==> src/hw/rtl/rfdm_pkg.sv <==
// Package for the radial falloff disc mask: widths, register indexes and the
// request, response and front-end payload types.
// Depends on nothing; every other file of the block uses it.
package rfdm_pkg;

   localparam int MAX_DIAMETER = 64;
   localparam int CHANNELS     = 4;
   localparam int NUM_OUT_CH   = 4;

   localparam int DIAM_W   = 7;
   localparam int COORD_W  = 6;
   localparam int VALUE_W  = 16;
   localparam int OFS_W    = 9;
   localparam int SQ_W     = 14;
   localparam int SUM_W    = 15;
   localparam int S_W      = 13;
   localparam int DD_W     = 13;
   localparam int D2_W     = 15;
   localparam int CSQ_W    = 32;
   localparam int T_W      = 45;
   localparam int P_W      = 30;
   localparam int Q_W      = 15;
   localparam int INC_W    = 46;

   localparam int SEARCH_STEPS = 15;
   localparam int LANE_LATENCY = SEARCH_STEPS + 3;

   localparam int CSR_INDEX_W = 3;
   localparam int CSR_DATA_W  = 16;

   localparam logic [CSR_INDEX_W-1:0] CSR_DIAMETER = 3'd0;
   localparam logic [CSR_INDEX_W-1:0] CSR_COLOUR0  = 3'd1;
   localparam logic [CSR_INDEX_W-1:0] CSR_COLOUR1  = 3'd2;
   localparam logic [CSR_INDEX_W-1:0] CSR_COLOUR2  = 3'd3;
   localparam logic [CSR_INDEX_W-1:0] CSR_COLOUR3  = 3'd4;

   localparam logic [DIAM_W-1:0] DIAMETER_RESET = 7'd16;

   typedef struct packed {
      logic [COORD_W-1:0] row;
      logic [COORD_W-1:0] col;
   } req_type;

   typedef struct packed {
      logic               inside_res;
      logic [VALUE_W-1:0] value_ch0;
      logic [VALUE_W-1:0] value_ch1;
      logic [VALUE_W-1:0] value_ch2;
      logic [VALUE_W-1:0] value_ch3;
   } rsp_type;

   typedef struct packed {
      logic            valid;
      logic            in_disc;
      logic [S_W-1:0]  s;
      logic [D2_W-1:0] d2;
   } front_type;

endpackage

==> src/hw/rtl/rfdm_lane.sv <==
// One channel lane: forms t = c*c*s and searches, one quotient bit per stage,
// for the smallest q with d2*q*q >= t; the result is the colour minus q,
// floored at zero. Depends on rfdm_pkg.
module rfdm_lane (
   input  logic                         clock,
   input  logic [rfdm_pkg::VALUE_W-1:0] colour,
   input  logic [rfdm_pkg::S_W-1:0]     s,
   input  logic [rfdm_pkg::D2_W-1:0]    d2,
   output logic [rfdm_pkg::VALUE_W-1:0] value
);

   localparam int STEPS = rfdm_pkg::SEARCH_STEPS;

   logic [rfdm_pkg::CSQ_W-1:0]   csq_ff;
   logic [rfdm_pkg::S_W-1:0]     s_ff;
   logic [rfdm_pkg::D2_W-1:0]    d2_l1_ff;
   logic [rfdm_pkg::VALUE_W-1:0] c_l1_ff;
   logic [rfdm_pkg::T_W-1:0]     t_in;

   logic [rfdm_pkg::T_W-1:0]     rem_ff [0:STEPS];
   logic [rfdm_pkg::P_W-1:0]     p_ff   [0:STEPS];
   logic [rfdm_pkg::Q_W-1:0]     q_ff   [0:STEPS];
   logic [rfdm_pkg::D2_W-1:0]    d2_ff  [0:STEPS];
   logic [rfdm_pkg::VALUE_W-1:0] c_ff   [0:STEPS];

   logic [rfdm_pkg::INC_W-1:0]   incr   [0:STEPS-1];
   logic [STEPS-1:0]             take;

   logic [rfdm_pkg::VALUE_W-1:0] q_total;
   logic [rfdm_pkg::VALUE_W-1:0] value_in, value_ff;

   assign t_in = csq_ff * s_ff;

   // Each stage tries to set one bit of q, keeping rem = t - d2*q*q and p = d2*q.
   always_comb begin
      for (int i = 0; i < STEPS; i++) begin
         incr[i] = (rfdm_pkg::INC_W'(p_ff[i]) << (STEPS - i))
                 + (rfdm_pkg::INC_W'(d2_ff[i]) << (2 * (STEPS - 1 - i)));
         take[i] = {1'b0, rem_ff[i]} > incr[i];
      end
   end

   always_ff @(posedge clock) begin
      csq_ff    <= colour * colour;
      s_ff      <= s;
      d2_l1_ff  <= d2;
      c_l1_ff   <= colour;
      rem_ff[0] <= t_in;
      p_ff[0]   <= '0;
      q_ff[0]   <= '0;
      d2_ff[0]  <= d2_l1_ff;
      c_ff[0]   <= c_l1_ff;
      for (int i = 0; i < STEPS; i++) begin
         if (take[i]) begin
            rem_ff[i+1] <= rem_ff[i] - incr[i][rfdm_pkg::T_W-1:0];
            p_ff[i+1]   <= p_ff[i] + (rfdm_pkg::P_W'(d2_ff[i]) << (STEPS - 1 - i));
            q_ff[i+1]   <= q_ff[i] | (rfdm_pkg::Q_W'(1) << (STEPS - 1 - i));
         end else begin
            rem_ff[i+1] <= rem_ff[i];
            p_ff[i+1]   <= p_ff[i];
            q_ff[i+1]   <= q_ff[i];
         end
         d2_ff[i+1] <= d2_ff[i];
         c_ff[i+1]  <= c_ff[i];
      end
   end

   always_comb begin
      if (rem_ff[STEPS] != '0) begin
         q_total = {1'b0, q_ff[STEPS]} + 16'd1;
      end else begin
         q_total = '0;
      end
      if (q_total > c_ff[STEPS]) begin
         value_in = '0;
      end else begin
         value_in = c_ff[STEPS] - q_total;
      end
   end

   always_ff @(posedge clock) begin
      value_ff <= value_in;
   end

   assign value = value_ff;

endmodule

==> config.mk <==
export PLATFORM = sky130hd
export DESIGN_NAME = rfdm_lane
export DESIGN_NICKNAME = d
export VERILOG_FILES = /design/src/hw/rtl/rfdm_pkg.sv /design/src/hw/rtl/rfdm_lane.sv
export SDC_FILE = /design/constraint.sdc
export NUM_CORES = 2
export LEC_CHECK = 0
export ABC_CLOCK_PERIOD_IN_PS = 9100
export BUFFER_PORTS_ARGS = -buffer_cell sky130_fd_sc_hd__buf_2
export CORE_ASPECT_RATIO = 1.25
export CORE_MARGIN = 5
export CORE_UTILIZATION = 60
export DETAILED_ROUTE_END_ITERATION = 6
export HOLD_SLACK_MARGIN = 0.03
export PLACE_DENSITY = 0.74
export SYNTH_ARGS = -nofsm -noshare
export SYNTH_HDL_FRONTEND = slang
export SYNTH_SLANG_ARGS = --single-unit
==> constraint.sdc <==
create_clock -name clock -period 9.1 [get_ports clock]
set_input_delay 0.91 -clock clock [delete_from_list [all_inputs] [get_ports clock]]
set_output_delay 0.91 -clock clock [all_outputs]
set_load 0.02 [all_outputs]
==> impl_metrics.json <==
{
  "synth-seq-cells": 1725,
  "grt_pass1_vias": 80300,
  "yosys.area_share.simple": 0.147,
  "synth_edf_count": 0,
  "hold_violations": 0,
  "crit_arrival_ns": 7.93,
  "synth_cell_types": 112,
  "ctsResizeCount": 0,
  "num_rows": 168,
  "cts.clk_slew.worst_paths_ns": 0.06,
  "vias": 77500,
  "drt_iter0_drc": 4263,
  "rsz0062_at_grt": "no",
  "async_reset_ff_frac": 0,
  "max_freq_mhz": 139,
  "clockBufferDepth": 3,
  "ys.flop_type": "dfxtp_1",
  "vias_per_cell": 5.85,
  "place_congestion": 0.991,
  "hpwl_microns": 239000,
  "final-max-slew-violation-count": 0,
  "port_buffers": 60,
  "final_cell_mix": "1725 x dfxtp_1, 987 x nand2_1, 961 x inv_1, 941 x ha_1, 681 x a21oi_1",
  "finalSetupTns_ns": 0,
  "hold_class": "in2reg",
  "cts_setup_buffers": 0,
  "syn_area_sq_mm": 0.102,
  "fin_skew_ns": 0.0266,
  "yosys_warnings": 0,
  "nets": 12400,
  "dieArea_sq_mm": 0.178,
  "die_w_microns": 378,
  "synthTopCellsByArea": "dfxtp_1 34%, ha_1 12%, fa_1 10%",
  "layout-drive-gt1-share": 0.0621,
  "critPathLaunchType": "register",
  "synth-adder-area-share": 0.221,
  "die_y_microns": 470,
  "ios": 61,
  "cp_common_cell": "fa_1",
  "cap_viol_max_count": 0,
  "end_kind": "register",
  "synth_top_family_by_area": "adder cells",
  "period_share": 0.793,
  "netlist.area_leader.share": 0.340,
  "cp_top_family": "adder cells",
  "slowest_stage": "dfxtp_1",
  "final_antenna_net_count": 0,
  "worst_path_largest_cell_delay_ns": 1.01,
  "synthXorXnorAreaFrac": 0.0873,
  "crit_chain": "nand2_1 -> fa_1 -> fa_1 -> inv_1 -> fa_1 -> inv_1 -> fa_1 -> fa_1 -> inv_1 -> ha_1 -> a21oi_1 -> nor2b_1 -> o31ai_1 -> a21oi_1 -> o31ai_1 -> o2111ai_1 -> a311oi_1 -> nor2_1 -> a21oi_1 -> xnor2_1",
  "status": "completed",
  "setup_violations": 0,
  "cp.buffers_inverters": 3,
  "drt_wl_total_microns": 291000,
  "yosysTopAreaCell": "dfxtp_1",
  "antenna_found_initial": 21,
  "synth.avg_cell_area_sq_um": 9.33,
  "yosysSeqAreaShare": 0.340,
  "synthCells": 10900,
  "numCtsBuffers": 171,
  "layout_commonest_cell": "dfxtp_1",
  "root_buffer": "clkbuf_16",
  "synth_compound_area_frac": 0.140,
  "grt_max_degree": 78,
  "worstPathMaxFanout": 31,
  "worst_pin_slew_ns": 1.46,
  "core_area_sq_mm": 0.168,
  "grt_pass1_wl_microns": 451000,
  "ctsHoldBuffers": 0,
  "min_period_ns": 7.22,
  "required_ns": 9.81,
  "synthMuxAreaShare": 0.0183,
  "initial_core_util": 0.605,
  "clock_sinks": 1725,
  "insertion_delay_ns": 0.84,
  "grt_usage": 0.327,
  "first_pass_iters": 6,
  "grt_overflow": 0,
  "path_class": "reg2reg",
  "wire_per_inst_microns": 22.0,
  "cts.htree.levels": 4,
  "max_slew_margin": 0.0286,
  "area_delta_synth_final_pct": 8.32,
  "cts_tree": "yes",
  "drc": 0
}
[cell families after synthesis]
kind of cell,count (synthesis)
xor+xnor,1013
other cells,2
compound gates,2221
fa+ha+maj,1472
flops,1725
buf+inv,1246
simple gates,3046
mux,166
[registers in the layout, indices dropped and copies added, names as in the netlist]
name      flops
c_ff        256
d2_l1_ff     15
q_ff        120
c_l1_ff      16
rem_ff      720
csq_ff       30
value        16
p_ff        314
d2_ff       225
s_ff         13
[cell usage after synthesis (all sizes together) (15+ instances only)]
cell        n
xor2      450
a211o      19
nand3b     17
nand2b     96
xnor2     563
ha        941
dfxtp    1725
nand4     110
nor2b     113
o21ai     539
clkbuf    194
a21boi     30
or3        94
o2111ai    18
a211oi     55
a21o      281
a21oi     686
or4        22
buf        87
nor3b      16
a2111oi    22
o31a       19
nor2      613
or2        33
o21bai    109
and3       82
fa        531
a31o       15
nand2     988
and4       18
a31oi      61
o21a      103
and2      307
o31ai      44
nor3      203
nand3     210
o21ba      16
nor4b      17
nor4       76
inv       965
o41ai      23
mux2      159
o211ai     43
[metrics by stage]
stage | utilization | std cells | setup slack [ns] | hold slack, ns | instance area (sq um)
3_3_place_gp | 0.619 | 12900 | 1.72 | 0.310 | 104000
4_1_cts | 0.655 | 13200 | 2.01 | 0.119 | 110000
2_1_floorplan | - | 10900 | 2.31 | 0.310 | 102000
5_1_grt | 0.655 | 13300 | 1.55 | 0.144 | 110000
6_report | 0.655 | 13300 | 1.88 | 0.179 | 110000
3_5_place_dp | 0.619 | 12900 | 1.71 | 0.312 | 104000
[layer usage]
layer,global-route usage,vias up,part of all wire
met4,0.298,6,0.11
li1,-,37100,-
met2,0.597,2211,0.51
met3,0.0477,1034,0.039
met5,0,-,0.00012
met1,0.313,37200,0.33
[path summary, 6_finish.rpt]
check / start / to / slack [ns] / cells past startpoint
hold / removal: d2[14] / d2_l1_ff[14] / 0.18 / 1
setup reg to reg: s_ff[3] / rem_ff[0][44] / 1.88 / 20
hold reg to reg: c_ff[1][84] / c_ff[1][100] / 0.30 / 0
setup / recovery: s_ff[3] / rem_ff[0][44] / 1.88 / 20
[cell type report]
cell class / count / area [sq um]
antenna: 22 / 55.1
clock buffer: 226 / 4780
clock inverter: 86 / 1190
fill: 13700 / 57900
inverter: 965 / 3630
multi-input combinational: 7925 / 62400
sequential: 1725 / 34500
tap: 2210 / 2770
timing repair buffer: 103 / 648
Power is not shown: default switching activity piles up to over one toggle a cycle in this logic, so the estimate is an artifact.
