`src/hw/rtl/rfdm_pkg.sv`:
```
// Package for the radial falloff disc mask: widths, register indexes and the
// request, response and front-end payload types.
// Depends on nothing; every other file of the block uses it.
package rfdm_pkg;

   localparam int MAX_DIAMETER = 64;
   localparam int CHANNELS     = 4;
   localparam int NUM_OUT_CH   = 4;

   localparam int DIAM_W   = 7;
   localparam int COORD_W  = 6;
   localparam int VALUE_W  = 16;
   localparam int OFS_W    = 9;
   localparam int SQ_W     = 14;
   localparam int SUM_W    = 15;
   localparam int S_W      = 13;
   localparam int DD_W     = 13;
   localparam int D2_W     = 15;
   localparam int CSQ_W    = 32;
   localparam int T_W      = 45;
   localparam int P_W      = 30;
   localparam int Q_W      = 15;
   localparam int INC_W    = 46;

   localparam int SEARCH_STEPS = 15;
   localparam int LANE_LATENCY = SEARCH_STEPS + 3;

   localparam int CSR_INDEX_W = 3;
   localparam int CSR_DATA_W  = 16;

   localparam logic [CSR_INDEX_W-1:0] CSR_DIAMETER = 3'd0;
   localparam logic [CSR_INDEX_W-1:0] CSR_COLOUR0  = 3'd1;
   localparam logic [CSR_INDEX_W-1:0] CSR_COLOUR1  = 3'd2;
   localparam logic [CSR_INDEX_W-1:0] CSR_COLOUR2  = 3'd3;
   localparam logic [CSR_INDEX_W-1:0] CSR_COLOUR3  = 3'd4;

   localparam logic [DIAM_W-1:0] DIAMETER_RESET = 7'd16;

   typedef struct packed {
      logic [COORD_W-1:0] row;
      logic [COORD_W-1:0] col;
   } req_type;

   typedef struct packed {
      logic               inside_res;
      logic [VALUE_W-1:0] value_ch0;
      logic [VALUE_W-1:0] value_ch1;
      logic [VALUE_W-1:0] value_ch2;
      logic [VALUE_W-1:0] value_ch3;
   } rsp_type;

   typedef struct packed {
      logic            valid;
      logic            in_disc;
      logic [S_W-1:0]  s;
      logic [D2_W-1:0] d2;
   } front_type;

endpackage

```
`src/hw/rtl/rfdm_merge.sv`:
```
// Merging stage: delays the valid and inside flags past the lanes and packs the
// lane results into the response register, zeroing pixels outside the disc.
// Depends on rfdm_pkg.
module rfdm_merge (
   input  logic                                             clock,
   input  logic                                             reset,
   input  rfdm_pkg::front_type                              front,
   input  logic [rfdm_pkg::NUM_OUT_CH-1:0][rfdm_pkg::VALUE_W-1:0] lane_value,
   output logic                                             rsp_valid,
   output rfdm_pkg::rsp_type                                rsp_data
);

   localparam int DLY = rfdm_pkg::LANE_LATENCY;

   logic [DLY-1:0]                                         valid_dly_ff;
   logic [DLY-1:0]                                         inside_dly_ff;
   logic                                                   in_disc;
   logic [rfdm_pkg::NUM_OUT_CH-1:0][rfdm_pkg::VALUE_W-1:0] masked;
   logic                                                   rsp_valid_ff;
   rfdm_pkg::rsp_type                                      rsp_data_in, rsp_data_ff;

   assign in_disc = inside_dly_ff[DLY-1];

   always_comb begin
      for (int k = 0; k < rfdm_pkg::NUM_OUT_CH; k++) begin
         masked[k] = in_disc ? lane_value[k] : '0;
      end
      rsp_data_in.inside_res = in_disc;
      rsp_data_in.value_ch0  = masked[0];
      rsp_data_in.value_ch1  = masked[1];
      rsp_data_in.value_ch2  = masked[2];
      rsp_data_in.value_ch3  = masked[3];
   end

   always_ff @(posedge clock) begin
      if (reset) begin
         valid_dly_ff  <= '0;
         inside_dly_ff <= '0;
         rsp_valid_ff  <= 1'b0;
      end else begin
         valid_dly_ff  <= {valid_dly_ff[DLY-2:0], front.valid};
         inside_dly_ff <= {inside_dly_ff[DLY-2:0], front.in_disc};
         rsp_valid_ff  <= valid_dly_ff[DLY-1];
      end
   end

   always_ff @(posedge clock) begin
      rsp_data_ff <= rsp_data_in;
   end

   assign rsp_valid = rsp_valid_ff;
   assign rsp_data  = rsp_data_ff;

endmodule

```
`config.mk`:
```
export PLATFORM = sky130hd
export DESIGN_NAME = rfdm_merge
export DESIGN_NICKNAME = d
export VERILOG_FILES = /design/src/hw/rtl/rfdm_pkg.sv /design/src/hw/rtl/rfdm_merge.sv
export SDC_FILE = /design/constraint.sdc
export NUM_CORES = 1
export LEC_CHECK = 0
export ABC_AREA = 0
export BUFFER_PORTS_ARGS = -buffer_cell sky130_fd_sc_hd__buf_2
export CAP_MARGIN = 10
export CORE_ASPECT_RATIO = 0.75
export CORE_MARGIN = 5
export CORE_UTILIZATION = 42
export CTS_CLUSTER_SIZE = 14
export DETAILED_ROUTE_END_ITERATION = 8
export PLACE_DENSITY_LB_ADDON = 0.1
export SYNTH_ARGS = -nofsm -noshare
export SYNTH_HDL_FRONTEND = slang
export SYNTH_SLANG_ARGS = --single-unit
```
`constraint.sdc`:
```
create_clock -name clock -period 1.3 [get_ports clock]
set_clock_uncertainty 0.15 [all_clocks]
set_input_delay 0.26 -clock clock [delete_from_list [all_inputs] [get_ports clock]]
set_output_delay 0.26 -clock clock [all_outputs]
set_load 0.1 [all_outputs]
```
==> metrics.cfg, run 1 <==
[detailed_routing]
drc=0
detail-route-antenna-nets=0
drt-vias-per-instance=4.171
avgRoutedWirePerCell_um=16.39
wirelength_um=8228
dr.pass1.iters=4
vias=2094
drtIter0Drc=64

[power]
powerDensity_nw_per_um2=951.4
ir_drop_mv=0.6584
p_leak_nw=2.378
combPwrFrac_pct=5.6
p_int_mw=4.098
switching_share_pct=21.64
clkPwrFrac_pct=34.5
p_sw_mw=1.132
power.share.sequential_pct=59.9
finalPower_mw=5.229

[floorplanning]
pin_count=162
row_count=25
dieArea_um2=8413
core-area_um2=6381
die_w_um=104.3
start_util_pct=43.86
fp.dieH_um=80.70

[placement]
place_inst=420
dpl_cell_area_um2=4654
globalplace.congestion=0.7078
place_ws_ns=0.3188
io_buffers=133
hpwl_um=4555

[layout]
diodes=0
final_area_um2=5497
fin_cells=502
final_common_cell=buf_12
layout_common_cells=buf_12 (69), buf_2 (67), dlygate4sd3_1 (66), dfxtp_2 (66), and2_2 (64)
nets=512
drive_above_1_share_pct=66.98
area_growth_pct=96.38

[setup_path]
reg2reg_slack_ns=0.29
cp_num_buf_inv=1
r2r_start=inside_dly_ff[17]$_SDFF_PP0_
crit_chain=buf_12
cp.arrival_ns=0.91
crit_end=rsp_data[40]
critPathLaunch=rsp_data[40]$_SDFF_PN0_
worst_ep_required_time_ns=0.89
worst_path_dominant_cell_family=flip-flops
start_kind=flip-flop
r2r_end=rsp_data[4]$_SDFF_PN0_
slowest_delay_ns=0.37
path_depth=1
crit_type=flip-flop to output port
critPathCaptureType=output port
crit_slowest_cell=dfxtp_2
r2r_cells=2
crit_fanout=1

[timing]
fin_crit_ns=1.316
max_slew.worst_pin.slew_ns=0.2010
hold_viol=0
maxSlewViolCount=0
postLayoutSetupSlackWorst_ns=-0.01563
maxSlewHeadroom_pct=86.58
fin_crit_sh_pct=101.2
setup_viol=6
max_freq_mhz=760.1
rsz0062_at_grt=yes

[clock_tree]
cts_root_buffer=clkbuf_8
ctsResizeCount=0
post_cts_buffers=0
cts_tree=yes
cts_buffers=9
cts.sinks=102
clk_path_buf_depth=2
cts_max_level=3
clock_latency_ns=0.36
clk_pin_slew_ns=0.09

[yosys]
ys_warn_count=0
synth_cell_types=5
syn_inst=212
synth_area_um2=2799
synth.avg_cell_area_um2=13.20
synth_nets=308
yosysSeqAreaShare_pct=72.95
synth-seq-cells=102

[global_routing]
gr-total-overflow=0
grt_antenna_before_repair=0
grt_pass1_wl_um=13010
track_usage_pct=20.40
grt_max_degree=39
grt_pass1_vias=2307

[run_status]
status=finished, violations left
violations=negative setup slack

[run]
drv_cap=0

[hold_path]
hold_path.class=input pin to flip-flop

## synth_stat cells (all sizes together)
cell type / instances / area (um2)
buf: 3 / 15.01
dfxtp: 102 / 2042
and2: 64 / 480.5
clkbuf: 6 / 30.03
nor2b: 37 / 231.5
## how the worst min path moves through the flow
stage | start | to | slack [ns] | depth (start not counted)
finish | reset | valid_dly_ff[5]$_SDFF_PP0_ | 0.14 | 3
global route | reset | inside_dly_ff[10]$_SDFF_PP0_ | 0.14 | 3
CTS | reset | valid_dly_ff[6]$_SDFF_PP0_ | 0.11 | 3
detailed placement | inside_dly_ff[15]$_SDFF_PP0_ | inside_dly_ff[16]$_SDFF_PP0_ | 0.27 | 1
global placement | valid_dly_ff[12]$_SDFF_PP0_ | valid_dly_ff[13]$_SDFF_PP0_ | 0.27 | 1
floorplan | reset | rsp_valid$_SDFF_PP0_ | 0.17 | 1
## cell families (layout without fill, tap and decap cells)
family	after synthesis	count (layout)	synth area share, %
and+or+nand+nor	101	101	25.44
buffers and inverters	9	218	1.609
DFF	102	102	72.95
## cell type report
class,instances,area (um2)
sequential,102,2125
tap,81,101.3
timing repair buffer,202,2377
clock inverter,6,43.79
multi-input combinational,101,711.9
clock buffer,10,137.6
fill,292,884.6
## what timing repair did
item / in CTS / in global routing
cloned: 0 / 0
endpoints found under the hold margin: 66 / 0
hold buffers: 66 / 0
endpoints found under the setup margin: 65 / 66
## power by group through the flow
stage,clock network [mW],logic (mW),registers [mW]
6_report,1.81,0.293,3.13
3_3_place_gp,0,0.116,3.20
3_5_place_dp,0,0.122,3.20
4_1_cts,1.88,0.282,3.13
5_1_grt,1.97,0.319,3.13
2_1_floorplan,0,0.0193,3.20
## stage by stage
step                hold slack (ns)  setup TNS, ns  util (%)
floorplan                    0.1742              0         -
global placement             0.2685              0     72.94
detailed placement           0.2720              0     72.94
CTS                          0.1148        -0.7796     86.14
global route                 0.1407         -1.790     86.14
finish                       0.1384       -0.03383     86.14
## layer usage
layer,vias up,track usage [%],wire [um]
li1,1043,-,-
met1,951,21.48,3139
met2,86,37.36,4357
met3,14,8.112,575
met4,0,6.727,156
met5,-,0,0
## registers in the layout, indices dropped and copies added (netlist names)
signal         cells
rsp_valid          1
rsp_data          65
valid_dly_ff      18
inside_dly_ff     18
Note: power is estimated with default switching activity, not from simulation.
==> run 2, diff against run 1 <==
- SKIP_CTS_REPAIR_TIMING: not set -> 1
==> run 2 against run 1 <==
  * The run still ends with negative setup slack left
  * Sequential power barely moved
  * Worst hold slack lost 0.0061 ns
  * Wire length is 3.0% higher
  * Clock-buffer cell count unchanged
  * Highest routed layer unchanged
  * Sequential cell count is the same
  * Design area unchanged
  * Critical path depth unchanged
  * Non-clock buffer count stayed put
  * Critical endpoint is now rsp_data[60]
  * Die area unchanged
  * Largest cell class unchanged
  * Cell count is the same
  * Sequential share of layout area unchanged
  * Total power increased by 0.71%
==> metrics.cfg, run 2 (synthesized netlist as in run 1, its figures left out) <==
[placement]
hpwl_um=4555  ; unchanged
place_inst=420  ; unchanged
globalplace.congestion=0.7078  ; unchanged
dpl_cell_area_um2=4654  ; unchanged
io_buffers=133  ; unchanged
place_ws_ns=0.3188  ; unchanged

[timing]
maxSlewHeadroom_pct=86.95  ; was 86.58%
setup_viol=14  ; was 6
postLayoutSetupSlackWorst_ns=-0.01523  ; was -0.01563 ns
fin_crit_ns=1.315  ; was 1.316 ns
fin_setup_tns_ns=-0.05141  ; was -0.03383 ns
hold_viol=0  ; unchanged
max_freq_mhz=760.3  ; was 760.1 MHz
max_slew.worst_pin.slew_ns=0.1954  ; was 0.2010 ns
rsz0062_at_grt=yes  ; unchanged
maxSlewViolCount=0  ; unchanged
fin_crit_sh_pct=101.2  ; about the same

[clock_tree]
cts_max_level=3  ; unchanged
clock_latency_ns=0.36  ; about the same
cts.sinks=102  ; unchanged
clk_pin_slew_ns=0.10  ; was 0.09 ns
cts_tree=yes  ; unchanged
clk_path_buf_depth=2  ; unchanged
cts_root_buffer=clkbuf_8  ; unchanged
cts_buffers=9  ; unchanged

[floorplanning]
dieArea_um2=8413  ; unchanged
die_w_um=104.3  ; unchanged
core-area_um2=6381  ; unchanged
fp.dieH_um=80.70  ; unchanged
row_count=25  ; unchanged
pin_count=162  ; unchanged
start_util_pct=43.86  ; unchanged

[setup_path]
crit_fanout=1  ; unchanged
worst_path_dominant_cell_family=flip-flops  ; unchanged
cp_num_buf_inv=1  ; unchanged
r2r_end=rsp_data[8]$_SDFF_PN0_  ; was rsp_data[4]$_SDFF_PN0_
crit_type=flip-flop to output port  ; unchanged
start_kind=flip-flop  ; unchanged
slowest_delay_ns=0.36  ; was 0.37 ns
reg2reg_slack_ns=0.28  ; was 0.29 ns
crit_slowest_cell=dfxtp_2  ; unchanged
crit_chain=buf_12  ; unchanged
worst_ep_required_time_ns=0.89  ; about the same
cp.arrival_ns=0.91  ; about the same
critPathCaptureType=output port  ; unchanged
r2r_start=inside_dly_ff[17]$_SDFF_PP0_  ; unchanged
r2r_cells=2  ; unchanged

[detailed_routing]
drt-vias-per-instance=4.213  ; was 4.171
drc=0  ; unchanged
drtIter0Drc=60  ; was 64
dr.pass1.iters=4  ; unchanged
vias=2115  ; was 2094
avgRoutedWirePerCell_um=16.88  ; was 16.39 um
wirelength_um=8475  ; was 8228 um
detail-route-antenna-nets=0  ; unchanged

[layout]
area_growth_pct=96.38  ; unchanged
post-route-util_pct=86.14  ; unchanged
layout_common_cells=buf_12 (69), buf_2 (67), dlygate4sd3_1 (66), dfxtp_2 (66), and2_2 (64)  ; unchanged
fin_cells=502  ; unchanged
nets=512  ; unchanged
drive_above_1_share_pct=66.98  ; unchanged
diodes=0  ; unchanged
final_common_cell=buf_12  ; unchanged
largest_reg_flops=65  ; unchanged
final_area_um2=5497  ; unchanged

[global_routing]
grt_antenna_before_repair=0  ; unchanged
grt_max_degree=39  ; unchanged
grt-busiest-layer=met2  ; unchanged
track_usage_pct=14.41  ; was 20.40%
gr-total-overflow=0  ; unchanged
grt_pass1_wl_um=9294  ; was 13010 um
grt_pass1_vias=1835  ; was 2307
grt_use_met2_pct=23.32  ; was 37.36%
gr-usage-met1_pct=16.12  ; was 21.48%
use_met3_pct=8.112  ; unchanged

[hold_path]
hold-path-endpoint=valid_dly_ff[6]$_SDFF_PP0_  ; was valid_dly_ff[5]$_SDFF_PP0_
hold_path.class=input pin to flip-flop  ; unchanged
holdPathStages=3  ; unchanged
worstHoldStart=reset  ; unchanged

[power]
p_leak_nw=2.378  ; unchanged
ir_drop_mv=0.6743  ; was 0.6584 mV
powerDensity_nw_per_um2=958.1  ; was 951.4 nW/um2

[run_status]
violations=negative setup slack  ; unchanged
status=finished, violations left  ; unchanged

[run]
drv_cap=0  ; unchanged

run 2: cell counts in the layout (fill, tap and decap cells not counted):
No cell type changed its count.
run 2: worst max path at each step:
stage | start | to | slack (ns) | depth (start not counted)
after floorplan | rsp_data[0]$_SDFF_PN0_ | rsp_data[0] | 0.26 | 0
after global placement | inside_dly_ff[17]$_SDFF_PP0_ | rsp_data[25]$_SDFF_PN0_ | 0.34 | 2
after detailed placement | inside_dly_ff[17]$_SDFF_PP0_ | rsp_data[3]$_SDFF_PN0_ | 0.32 | 2
after CTS | rsp_data[59]$_SDFF_PN0_ | rsp_data[59] | -0.02 | 1
after global routing | rsp_data[60]$_SDFF_PN0_ | rsp_data[60] | -0.05 | 1
final | rsp_data[60]$_SDFF_PN0_ | rsp_data[60] | -0.02 | 1
run 2: tightest hold or removal path: cells and delay by family:
| family | cells | cell delay, ns |
|---|---|---|
| buffers and inverters | 2 | 0.28 |
| AND/OR/NAND/NOR | 1 | 0.06 |
run 2: through the flow:
stage          hold WS, ns  power, mW
6_report            0.1323      5.266
5_1_grt             0.1387      5.456
4_1_cts           -0.06125      5.135
3_5_place_dp        0.2720      3.326
3_3_place_gp        0.2685      3.321
2_1_floorplan       0.1742      3.223
run 2: final cells by class:
type | instances | area, um2
multi-input cells | 101 | 711.9
flip-flops and latches | 102 | 2125
repair buffers | 202 | 2377
well taps | 81 | 101.3
fillers | 290 | 884.6
clock inverters | 6 | 43.79
clock buffers | 10 | 137.6
run 2: report_power, final:
part,leakage [nW],total (mW),switching [mW],internal [mW]
clock,0.0930,1.84,1.08,0.759
combinational,1.43,0.299,0.0878,0.211
sequential,0.857,3.13,0.00181,3.13
run 2: per-layer routing:
metal | wire length (um) | vias to the layer above
met5 | 0 | -
met4 | 116 | 0
met3 | 552 | 11
met2 | 4488 | 84
met1 | 3317 | 978
li1 | - | 1042
