## src/hw/rtl/rfdm_pkg.sv

```systemverilog
// Package for the radial falloff disc mask: widths, register indexes and the
// request, response and front-end payload types.
// Depends on nothing; every other file of the block uses it.
package rfdm_pkg;

   localparam int MAX_DIAMETER = 64;
   localparam int CHANNELS     = 4;
   localparam int NUM_OUT_CH   = 4;

   localparam int DIAM_W   = 7;
   localparam int COORD_W  = 6;
   localparam int VALUE_W  = 16;
   localparam int OFS_W    = 9;
   localparam int SQ_W     = 14;
   localparam int SUM_W    = 15;
   localparam int S_W      = 13;
   localparam int DD_W     = 13;
   localparam int D2_W     = 15;
   localparam int CSQ_W    = 32;
   localparam int T_W      = 45;
   localparam int P_W      = 30;
   localparam int Q_W      = 15;
   localparam int INC_W    = 46;

   localparam int SEARCH_STEPS = 15;
   localparam int LANE_LATENCY = SEARCH_STEPS + 3;

   localparam int CSR_INDEX_W = 3;
   localparam int CSR_DATA_W  = 16;

   localparam logic [CSR_INDEX_W-1:0] CSR_DIAMETER = 3'd0;
   localparam logic [CSR_INDEX_W-1:0] CSR_COLOUR0  = 3'd1;
   localparam logic [CSR_INDEX_W-1:0] CSR_COLOUR1  = 3'd2;
   localparam logic [CSR_INDEX_W-1:0] CSR_COLOUR2  = 3'd3;
   localparam logic [CSR_INDEX_W-1:0] CSR_COLOUR3  = 3'd4;

   localparam logic [DIAM_W-1:0] DIAMETER_RESET = 7'd16;

   typedef struct packed {
      logic [COORD_W-1:0] row;
      logic [COORD_W-1:0] col;
   } req_type;

   typedef struct packed {
      logic               inside_res;
      logic [VALUE_W-1:0] value_ch0;
      logic [VALUE_W-1:0] value_ch1;
      logic [VALUE_W-1:0] value_ch2;
      logic [VALUE_W-1:0] value_ch3;
   } rsp_type;

   typedef struct packed {
      logic            valid;
      logic            in_disc;
      logic [S_W-1:0]  s;
      logic [D2_W-1:0] d2;
   } front_type;

endpackage

```

## src/hw/rtl/rfdm_front.sv

```systemverilog
// Shared front end: offsets from the centre, squared radius, inside test and
// the squared doubled diameter handed to every channel lane.
// Depends on rfdm_pkg.
module rfdm_front (
   input  logic                        clock,
   input  logic                        reset,
   input  logic                        accept,
   input  rfdm_pkg::req_type           req,
   input  logic [rfdm_pkg::DIAM_W-1:0] diameter,
   output rfdm_pkg::front_type         front
);

   logic                               v1_ff, v2_ff, v3_ff;
   logic [rfdm_pkg::DIAM_W-1:0]        d_in, d_ff;
   logic signed [rfdm_pkg::OFS_W-1:0]  a_in, a_ff, b_in, b_ff;
   logic signed [2*rfdm_pkg::OFS_W-1:0] asq_full, bsq_full;
   logic [2*rfdm_pkg::DIAM_W-1:0]      dd_full;
   logic [rfdm_pkg::SQ_W-1:0]          asq_ff, bsq_ff;
   logic [rfdm_pkg::DD_W-1:0]          dd_ff;
   logic [rfdm_pkg::SUM_W-1:0]         sum;
   logic                               inside_in, inside_ff;
   logic [rfdm_pkg::S_W-1:0]           s_in, s_ff;
   logic [rfdm_pkg::D2_W-1:0]          d2_ff;

   always_comb begin
      if (diameter > rfdm_pkg::DIAM_W'(rfdm_pkg::MAX_DIAMETER)) begin
         d_in = rfdm_pkg::DIAM_W'(rfdm_pkg::MAX_DIAMETER);
      end else begin
         d_in = diameter;
      end
      a_in = $signed({2'b00, req.row, 1'b0}) - $signed({2'b00, d_in}) + 9'sd1;
      b_in = $signed({2'b00, req.col, 1'b0}) - $signed({2'b00, d_in}) + 9'sd1;
   end

   assign asq_full = a_ff * a_ff;
   assign bsq_full = b_ff * b_ff;
   assign dd_full  = d_ff * d_ff;

   always_comb begin
      sum       = {1'b0, asq_ff} + {1'b0, bsq_ff};
      inside_in = (dd_ff != '0) && (sum <= {2'b00, dd_ff});
      s_in      = inside_in ? sum[rfdm_pkg::S_W-1:0] : '0;
   end

   always_ff @(posedge clock) begin
      if (reset) begin
         v1_ff <= 1'b0;
         v2_ff <= 1'b0;
         v3_ff <= 1'b0;
      end else begin
         v1_ff <= accept;
         v2_ff <= v1_ff;
         v3_ff <= v2_ff;
      end
   end

   always_ff @(posedge clock) begin
      d_ff      <= d_in;
      a_ff      <= a_in;
      b_ff      <= b_in;
      asq_ff    <= asq_full[rfdm_pkg::SQ_W-1:0];
      bsq_ff    <= bsq_full[rfdm_pkg::SQ_W-1:0];
      dd_ff     <= dd_full[rfdm_pkg::DD_W-1:0];
      inside_ff <= inside_in;
      s_ff      <= s_in;
      d2_ff     <= {dd_ff, 2'b00};
   end

   assign front.valid   = v3_ff;
   assign front.in_disc = inside_ff;
   assign front.s       = s_ff;
   assign front.d2      = d2_ff;

endmodule

```

## config.mk

```make
export PLATFORM = sky130hd
export DESIGN_NAME = rfdm_front
export DESIGN_NICKNAME = d
export VERILOG_FILES = /design/src/hw/rtl/rfdm_pkg.sv /design/src/hw/rtl/rfdm_front.sv
export SDC_FILE = /design/constraint.sdc
export NUM_CORES = 1
export LEC_CHECK = 0
export BUFFER_PORTS_ARGS = -buffer_cell sky130_fd_sc_hd__buf_4
export CAP_MARGIN = 5
export CORE_MARGIN = 5
export CORE_UTILIZATION = 50
export CTS_CLUSTER_SIZE = 25
export DETAILED_ROUTE_END_ITERATION = 7
export PLACE_DENSITY_LB_ADDON = 0.12
export SLEW_MARGIN = 20
export SYNTH_ARGS = -nofsm -noshare
export SYNTH_HDL_FRONTEND = slang
export SYNTH_SLANG_ARGS = --single-unit
```

## constraint.sdc

```tcl
create_clock -name clock -period 8 [get_ports clock]
set_input_delay 1.6 -clock clock [delete_from_list [all_inputs] [get_ports clock]]
set_output_delay 1.6 -clock clock [all_outputs]
set_load 0.01 [all_outputs]
```

==> flow_metrics.tcl, run 1 <==
set metrics [dict create \
    status "finished clean" \
    min_period_ns 4.90 \
    cts_tree "built" \
    cts_setup_buffers 0 \
    final_common_cell "inv_1" \
    die_h_um 141 \
    clk_latency_ns 0.34 \
    path_class "flip-flop to flip-flop" \
    core_area_um2 17100 \
    numCtsBuffers 9 \
    critPathMaxFanout 22 \
    grtUsageMet2_pct 27.9 \
    grt_max_degree 23 \
    wl_per_cell_um 12.9 \
    grt_use_met3_pct 2.60 \
    path_delay_family "adder cells" \
    synth_top_area_share_pct 24.3 \
    grt_pass1_vias 5908 \
    async_reset_ff_share_pct 0 \
    cp-startpoint "b_ff[0]" \
    dr.pass1.iters 4 \
    path_clk_slew_ns 0.07 \
    ys_types 56 \
    antenna_found_initial 0 \
    fmax_mhz 204 \
    grt_pass1_wl_mm 27.2 \
    avgViaCountPerCell 4.90 \
    finalSetupViolations 0 \
    path_common_cell "fa_1" \
    maxSlewViolCount 0 \
    fin_crit_sh_pct 61.3 \
    critPathLaunchType "flip-flop" \
    final-hold-violation-count 0 \
    ctsHtreeMaxLevel 3 \
    reg2reg_to "bsq_ff[11]" \
    required_ns 8.28 \
    end_kind "flip-flop" \
    layout_common_cells "171 x inv_1, 115 x ha_1, 105 x fa_1" \
    slew-limit-headroom_pct 51.9 \
    dieArea_um2 20000 \
    cp.buffers_inverters 3 \
    cap_viol_max_count 0 \
    routabilityCongestion 0.783 \
    crit_path_top_delay_cell "dfxtp_1" \
    detail_route.iter0.violations 178 \
    r2r_start "b_ff[0]" \
    ys.warnings.count 0 \
    reg2reg_slack_ns 3.10 \
    slowest_delay_ns 0.78 \
    cp_cell_sequence "nand2_1 > fa_1 > inv_1 > fa_1 > inv_1 > fa_1 > inv_1 > fa_1 > ha_1 > ha_1 > nor2b_1 > o21ai_0 > a21boi_0 > o21ai_0 > nor2b_1 > xnor2_1" \
    rsz0062_at_grt "no" \
    grt-busiest-layer "met2" \
    num_rows 48 \
    initial_utilization_pct 50.5 \
    syn-cell-area_um2 8640 \
    grt_usage_pct 16.6 \
    io_buffers 47 \
    cp.depth 16 \
    syn_inst 912 \
    ys_ff_latch 89 \
    synth_edf_count 0 \
    finalClockSkew_ns 0.0103 \
    io_pins 52 \
    synth_area_per_cell_um2 9.47 \
    num-nets-final 1193 \
    die_w_um 141 \
    synth_top_area_cell "fa_1" \
    area_growth_syn_to_layout_pct 9.33 \
    ys_top_cells_by_area "fa_1 24%, dfxtp_1 21%, ha_1 17%" \
    antenna_left 0 \
    grt_overflow 0 \
    cts_hold_buffers 0 \
    diodes 0 \
    worstRegToRegCells 16 \
    synth_ff_type "dfxtp_1" \
    cts_max_path_buffers 2 \
    dp_hpwl_mm 13.0 \
    worstSetupEndpoint "bsq_ff[11]" \
    wirelength_mm 15.2 \
    cp.arrival_ns 5.18 \
    yosysSeqAreaShare_pct 20.6 \
    drc 0 \
    drive_above_1_share_pct 7.85 \
    root_buffer "clkbuf_16" \
    use_met1_pct 22.6 \
    worst_pin_slew_ns 0.721 \
    min_path_cells 0 \
    vias 5778 \
    cts.sinks 89 \
    post_cts_resize_count 0 \
    setup_tns_ns 0 \
    hp-class "flip-flop to flip-flop" \
]
worst min-delay path by stage:
stage               startpoint  slack, ns         to
floorplan             dd_ff[9]       0.35  d2_ff[11]
global placement      dd_ff[3]       0.36   d2_ff[5]
detailed placement    dd_ff[3]       0.37   d2_ff[5]
CTS                   dd_ff[3]       0.37   d2_ff[5]
global route          dd_ff[3]       0.37   d2_ff[5]
finish                dd_ff[3]       0.37   d2_ff[5]
logic make-up (layout without fill, tap and decap cells):
kind of cell / Yosys count / count (layout) / share of synthesized area (%)
AOI/OAI and AO/OA: 95 / 95 / 7.52
xor gates and xnor gates: 78 / 78 / 7.91
adders and majority gates: 220 / 220 / 41.0
buffers and inverters: 194 / 234 / 8.78
DFF: 89 / 89 / 20.6
muxes: 1 / 1 / 0.116
other: 1 / 4 / 0.0434
and+or+nand+nor: 234 / 234 / 14.0
routing by layer:
layer  share of wire, %  wire, µm
met3                3.1       471
met4                1.3       202
met1                 47      7180
met2                 48      7320
met5                  0         0
sequential cells by signal, indices dropped and copies added (netlist names):
| name | flops |
|---|---|
| bsq_ff | 13 |
| d2_ff | 12 |
| v3_ff | 1 |
| v1_ff | 1 |
| a_ff | 8 |
| s_ff | 12 |
| v2_ff | 1 |
| d_ff | 7 |
| b_ff | 9 |
| asq_ff | 12 |
| inside_ff | 1 |
| dd_ff | 12 |
cell usage after synthesis, types with 7 or more instances:
cell and instances:
and2_1 45, a21oi_1 21, ha_1 115, xor2_1 26
nor3b_1 7, nor2b_1 23, fa_1 105, a21o_1 10
clkbuf_1 15, nor3_1 15, dfxtp_1 89, nor2_1 38
xnor2_1 52, inv_1 171, nand2b_1 8, o21ai_0 19
nand2_1 62
final cells by class:
type,count,area (µm²)
fillers,1592,7670
multi-input cells,632,6110
flip-flops and latches,89,1780
inverters,172,646
repair buffers,47,353
well taps,225,282
clock buffers,9,225
clock inverters,6,47.5
worst register-to-register path: stages, from the launching register on:
cell	delay (ns)
dfxtp_1	0.78
nand2_1	0.21
fa_1	0.59
inv_1	0.07
fa_1	0.50
inv_1	0.05
fa_1	0.47
inv_1	0.05
fa_1	0.47
ha_1	0.31
ha_1	0.33
nor2b_1	0.14
o21ai_0	0.18
a21boi_0	0.14
o21ai_0	0.24
nor2b_1	0.19
xnor2_1	0.12
through the flow:
step                util (%)  cell area, µm²  setup WS, ns  std cells  hold WS (ns)
global route            55.2            9440          2.69       1180         0.369
global placement        53.6            9170          3.13       1165         0.362
floorplan                  -            8650          3.57        915         0.351
detailed placement      53.6            9170          3.03       1165         0.366
finish                  55.2            9440          3.10       1180         0.369
CTS                     55.2            9440          3.02       1180         0.368
Power of run 1 is not shown: default switching activity piles up to over one toggle a cycle in this logic, so the estimate is an artifact.
==> run 2: changes to the inputs <==
Settings changed: ABC_AREA set to 1.
Clock period 8 ns to 4.15 ns, I/O delays scaled along.
==> flow_metrics.tcl, run 2 <==
set metrics [dict create \
    cts_max_path_buffers 2 \
    cp_cell_sequence "nand2_1 > fa_1 > inv_1 > fa_1 > fa_1 > fa_1 > fa_1 > ha_4 > a21oi_4 > o21ai_4 > a21oi_2 > inv_1 > nand2_1 > nand2_1" \
    avgViaCountPerCell 4.69 \
    hold_path_end "d2_ff[8]" \
    dp_hpwl_mm 15.2 \
    ys_ff_latch 89 \
    routabilityCongestion 0.818 \
    largest_reg_flops 13 \
    placed_area_um2 10200 \
    dpl_worst_slack_ns -0.131 \
    vias 6961 \
    min_path_cells 0 \
    crit_path_top_delay_cell "fa_1" \
    wirelength_mm 17.7 \
    layout_common_cells "279 x inv_1, 237 x nand2_1, 108 x buf_4" \
    synth_edf_count 0 \
    ctsHtreeMaxLevel 3 \
    detail_route.iter0.violations 244 \
    num-nets-final 1492 \
    ys_types 41 \
    path_common_cell "fa_1" \
    fin_crit_sh_pct 98.7 \
    cts_hold_buffers 0 \
    grt_max_degree 20 \
    end_kind "flip-flop" \
    die_h_um 146 \
    grt_pass1_wl_mm 31.5 \
    maxSlewViolCount 0 \
    grt_pass1_vias 6985 \
    die_w_um 146 \
    cap_viol_max_count 0 \
    cts_tree "built" \
    io_pins 52 \
    rsz0062_at_grt "yes" \
    syn_inst 1147 \
    dieArea_um2 21200 \
    synth_common_cells "286 x inv_1, 246 x nand2_1, 115 x ha_1, 105 x fa_1, 89 x dfxtp_1" \
    worstRegToRegCells 14 \
    clk_latency_ns 0.35 \
    synth_top_area_cell "fa_1" \
    required_ns 4.40 \
    fillers 1622 \
    core_area_um2 18000 \
    critPathLaunchType "flip-flop" \
    final_cell_area_um2 10900 \
    path_class "flip-flop to flip-flop" \
    initial_utilization_pct 50.9 \
    final_common_cell "inv_1" \
    area_growth_syn_to_layout_pct 18.8 \
    numCtsBuffers 9 \
    dr.pass1.iters 5 \
    grt_usage_pct 17.5 \
    async_reset_ff_share_pct 0 \
    diodes 0 \
    slowest_delay_ns 0.60 \
    status "finished clean" \
    reg2reg_slack_ns 0.05 \
    synth_ff_type "dfxtp_1" \
    hp-class "flip-flop to flip-flop" \
    num_rows 49 \
    synth_area_per_cell_um2 8.00 \
    min_period_ns 4.10 \
    yosysMostFrequentCell "inv_1" \
    cts.sinks 89 \
    r2r_start "b_ff[8]" \
    antenna_found_initial 0 \
    synth_top_area_share_pct 22.9 \
    antenna_left 0 \
    path_clk_slew_ns 0.07 \
    syn-cell-area_um2 9180 \
    cp.arrival_ns 4.35 \
    ys.warnings.count 0 \
    setup_slack_ns 0.0546 \
    finalClockSkew_ns 0.0113 \
    drive_above_1_share_pct 18.4 \
    grt_overflow 0 \
    finalSetupViolations 0 \
    drc 0 \
    fmax_mhz 244 \
    min_from "dd_ff[6]" \
    yosysSeqAreaShare_pct 19.4 \
    root_buffer "clkbuf_16" \
    io_buffers 47 \
    reg2reg_to "bsq_ff[13]" \
    final-hold-violation-count 0 \
    wl_per_cell_um 11.9 \
    critPathMaxFanout 6 \
    regMostFlops "bsq_ff" \
    ys_top_cells_by_area "fa_1 23%, dfxtp_1 19%, ha_1 16%" \
]
==> run 2: cell types whose count changed after synthesis, moves of 12 or more <==
cell / change
nand2_1: +184
xnor2_1: -29
o21ai_0: -14
nor2_2: +12
nand3_1: +25
nor2_1: +12
a21oi_1: +22
inv_1: +115
xor2_1: +15
nand4_1: +15
and2_1: -45
nor2b_1: -23
==> run 2: how the worst max path moves through the flow <==
stage,startpoint,depth (start not counted),to,slack [ns]
after global routing,b_ff[5],17,bsq_ff[13],-0.11
after floorplan,a_ff[1],17,asq_ff[11],-0.001
after detailed placement,a_ff[6],16,asq_ff[11],-0.13
after CTS,b_ff[5],15,bsq_ff[13],0.0003
final,b_ff[8],14,bsq_ff[13],0.05
after global placement,a_ff[8],13,asq_ff[12],-0.08
==> run 2: stage by stage <==
| stage | hold WS, ns | util (%) | setup TNS (ns) | instances |
|---|---|---|---|---|
| floorplan | 0.331 | - | -0.00145 | 1150 |
| global placement | 0.338 | 56.7 | -0.179 | 1463 |
| global route | 0.361 | 60.5 | -0.466 | 1484 |
| detailed placement | 0.339 | 56.7 | -0.450 | 1463 |
| CTS | 0.355 | 58.6 | 0 | 1479 |
| finish | 0.353 | 60.5 | 0 | 1484 |
==> run 2: final cells by class <==
type | count | area [µm²] | share of cell area (%)
flip-flops and latches | 89 | 1830 | 16.8
inverters | 293 | 1100 | 10.1
repair buffers | 114 | 896 | 8.21
multi-input cells | 743 | 6480 | 59.4
well taps | 229 | 287 | 2.63
clock buffers | 9 | 225 | 2.06
clock inverters | 7 | 81.3 | 0.746
==> run 2: logic make-up after synthesis <==
group / share of synthesized area [%]
buffers and inverters: 13.4
AOI/OAI and AO/OA: 4.58
DFF: 19.4
and+or+nand+nor: 17.9
xor gates and xnor gates: 6.11
adders and majority gates: 38.6
other: 0.0408
==> run 2: critical path: cells and delay by family, from the launching register on <==
kind	cells	cell delay, ns
AOI/OAI and AO/OA	3	0.41
buffers and inverters	2	0.10
DFF	1	0.40
and+or+nand+nor	3	0.19
adders and majority gates	6	2.90
==> run 2: routing by layer <==
layer | GRT usage (%) | vias to the layer above | wire, µm
li1 | - | 3632 | -
met1 | 24.2 | 3223 | 8460
met2 | 29.4 | 89 | 8540
met3 | 2.68 | 17 | 508
met4 | 3.73 | 0 | 187
met5 | 0 | - | 0
==> run 2: what timing repair did <==
item | 4_1_cts | 5_1_grt
gates resized for setup | 19 | 64
endpoints found under the setup margin | 8 | 13
pin swaps | 3 | 27
buffers inserted | 0 | 5
hold endpoints to repair | 0 | 0
Power of run 2 is left out for the same reason.
==> run 3: changes to the inputs <==
Settings changed: CORE_UTILIZATION 50 to 57.
==> flow_metrics.tcl, run 3 (synthesis gave the netlist of run 2 again) <==
set metrics [dict create \
    grt_overflow 0 \
    cts_max_path_buffers 2 \
    antenna_found_initial 0 \
    num_rows 46 \
    io_pins 52 \
    num-nets-final 1498 \
    grt_max_degree 20 \
    setup_slack_ns -0.0634 \
    wirelength_mm 18.7 \
    dr.pass1.iters 7 \
    grt_pass1_wl_mm 31.1 \
    fin_util_pct 69.7 \
    path_common_cell "fa_1" \
    root_buffer "clkbuf_16" \
    wl_per_cell_um 12.7 \
    end_kind "flip-flop" \
    hp-class "flip-flop to flip-flop" \
    diodes 0 \
    cts.sinks 89 \
    min_period_ns 4.21 \
    crit_path_top_delay_cell "fa_1" \
    clk_latency_ns 0.36 \
    grt_usage_pct 20.6 \
    slowest_delay_ns 0.56 \
    fmax_mhz 237 \
    core_area_um2 15800 \
    cp_cell_sequence "inv_2 > nor2_1 > fa_1 > inv_1 > fa_1 > inv_1 > fa_1 > fa_1 > fa_1 > ha_4 > a21oi_2 > o21ai_4 > buf_4 > buf_4 > xor2_2" \
    required_ns 4.40 \
    path_clk_slew_ns 0.07 \
    area_growth_syn_to_layout_pct 20.2 \
    drc 0 \
    maxSlewViolCount 0 \
    vias 7091 \
    r2r_start "a_ff[8]" \
    min_from "dd_ff[2]" \
    initial_utilization_pct 58.0 \
    cp.arrival_ns 4.46 \
    final_common_cell "inv_1" \
    largest_reg_flops 13 \
    layout_common_cells "277 x inv_1, 234 x nand2_1, 114 x buf_4" \
    fin_crit_sh_pct 102 \
    routabilityCongestion 0.862 \
    rsz0062_at_grt "yes" \
    drive_above_1_share_pct 20.1 \
    final-hold-violation-count 0 \
    cts_tree "built" \
    regMostFlops "bsq_ff" \
    status "finished with violations" \
    die_w_um 137 \
    dp_hpwl_mm 15.3 \
    avgViaCountPerCell 4.80 \
    die_h_um 137 \
    cap_viol_max_count 0 \
    io_buffers 47 \
    dieArea_um2 18700 \
    violations "negative setup slack" \
    critPathMaxFanout 5 \
    critPathLaunchType "flip-flop" \
    cp-startpoint "a_ff[8]" \
    detail_route.iter0.violations 356 \
    grt_pass1_vias 6893 \
    finalSetupViolations 4 \
    numCtsBuffers 9 \
    finalClockSkew_ns 0.00959 \
    antenna_left 0 \
    ctsHtreeMaxLevel 3 \
    path_class "flip-flop to flip-flop" \
]
## run 3: cell count changes in the layout (fill, tap and decap cells not counted), moves of 3 or more
cell / before / now
ha_1: 101 / 94
ha_2: 0 / 3
nand2_1: 237 / 234
ha_4: 14 / 18
buf_4: 108 / 114
## run 3: critical path: cells and delay by family, from the launching register on
family	cells	cell delay [ns]
and+or+nand+nor	1	0.05
AOI/OAI and AO/OA	2	0.26
xor gates and xnor gates	1	0.13
adders and majority gates	6	2.83
DFF	1	0.37
buffers and inverters	5	0.46
## run 3: cell type report
class	count	area, µm²
fill	1267	4800
sequential	89	1830
clock inverter	7	81.3
tap	216	270
timing repair buffer	120	932
multi-input combinational	743	6590
clock buffer	9	225
inverter	293	1100
## run 3: final timing paths
path          endpoint  slack, ns  depth (start not counted)
min reg2reg   d2_ff[4]       0.35                          0
max reg2reg  asq_ff[9]      -0.06                         15
min           d2_ff[4]       0.35                          0
max          asq_ff[9]      -0.06                         15
## run 3: through the flow
step	instances	hold WS (ns)	area [µm²]	TNS (ns)	setup slack, ns
floorplan	1150	0.331	9270	-0.00145	-0.00145
global placement	1445	0.337	10200	-0.414	-0.155
detailed placement	1445	0.339	10200	-1.16	-0.200
CTS	1467	0.355	10600	0	0.00226
global route	1477	0.361	11000	-1.13	-0.213
finish	1477	0.353	11000	-0.138	-0.0634
## run 3: metal layers
metal  global-route usage [%]  share of wire, %
met4                     5.65               1.5
met5                        0                 0
met2                     35.6                50
met3                     2.21               3.0
met1                     27.7                46
## run 3: repair_timing
item                                    in CTS  in global routing
resized for setup                           26                 81
hold buffers                                 0                  0
pin swaps                                    9                 27
cloned                                       0                  0
setup buffers                                6                 10
endpoints found under the setup margin      11                 14
Power of run 3 is left out for the same reason.
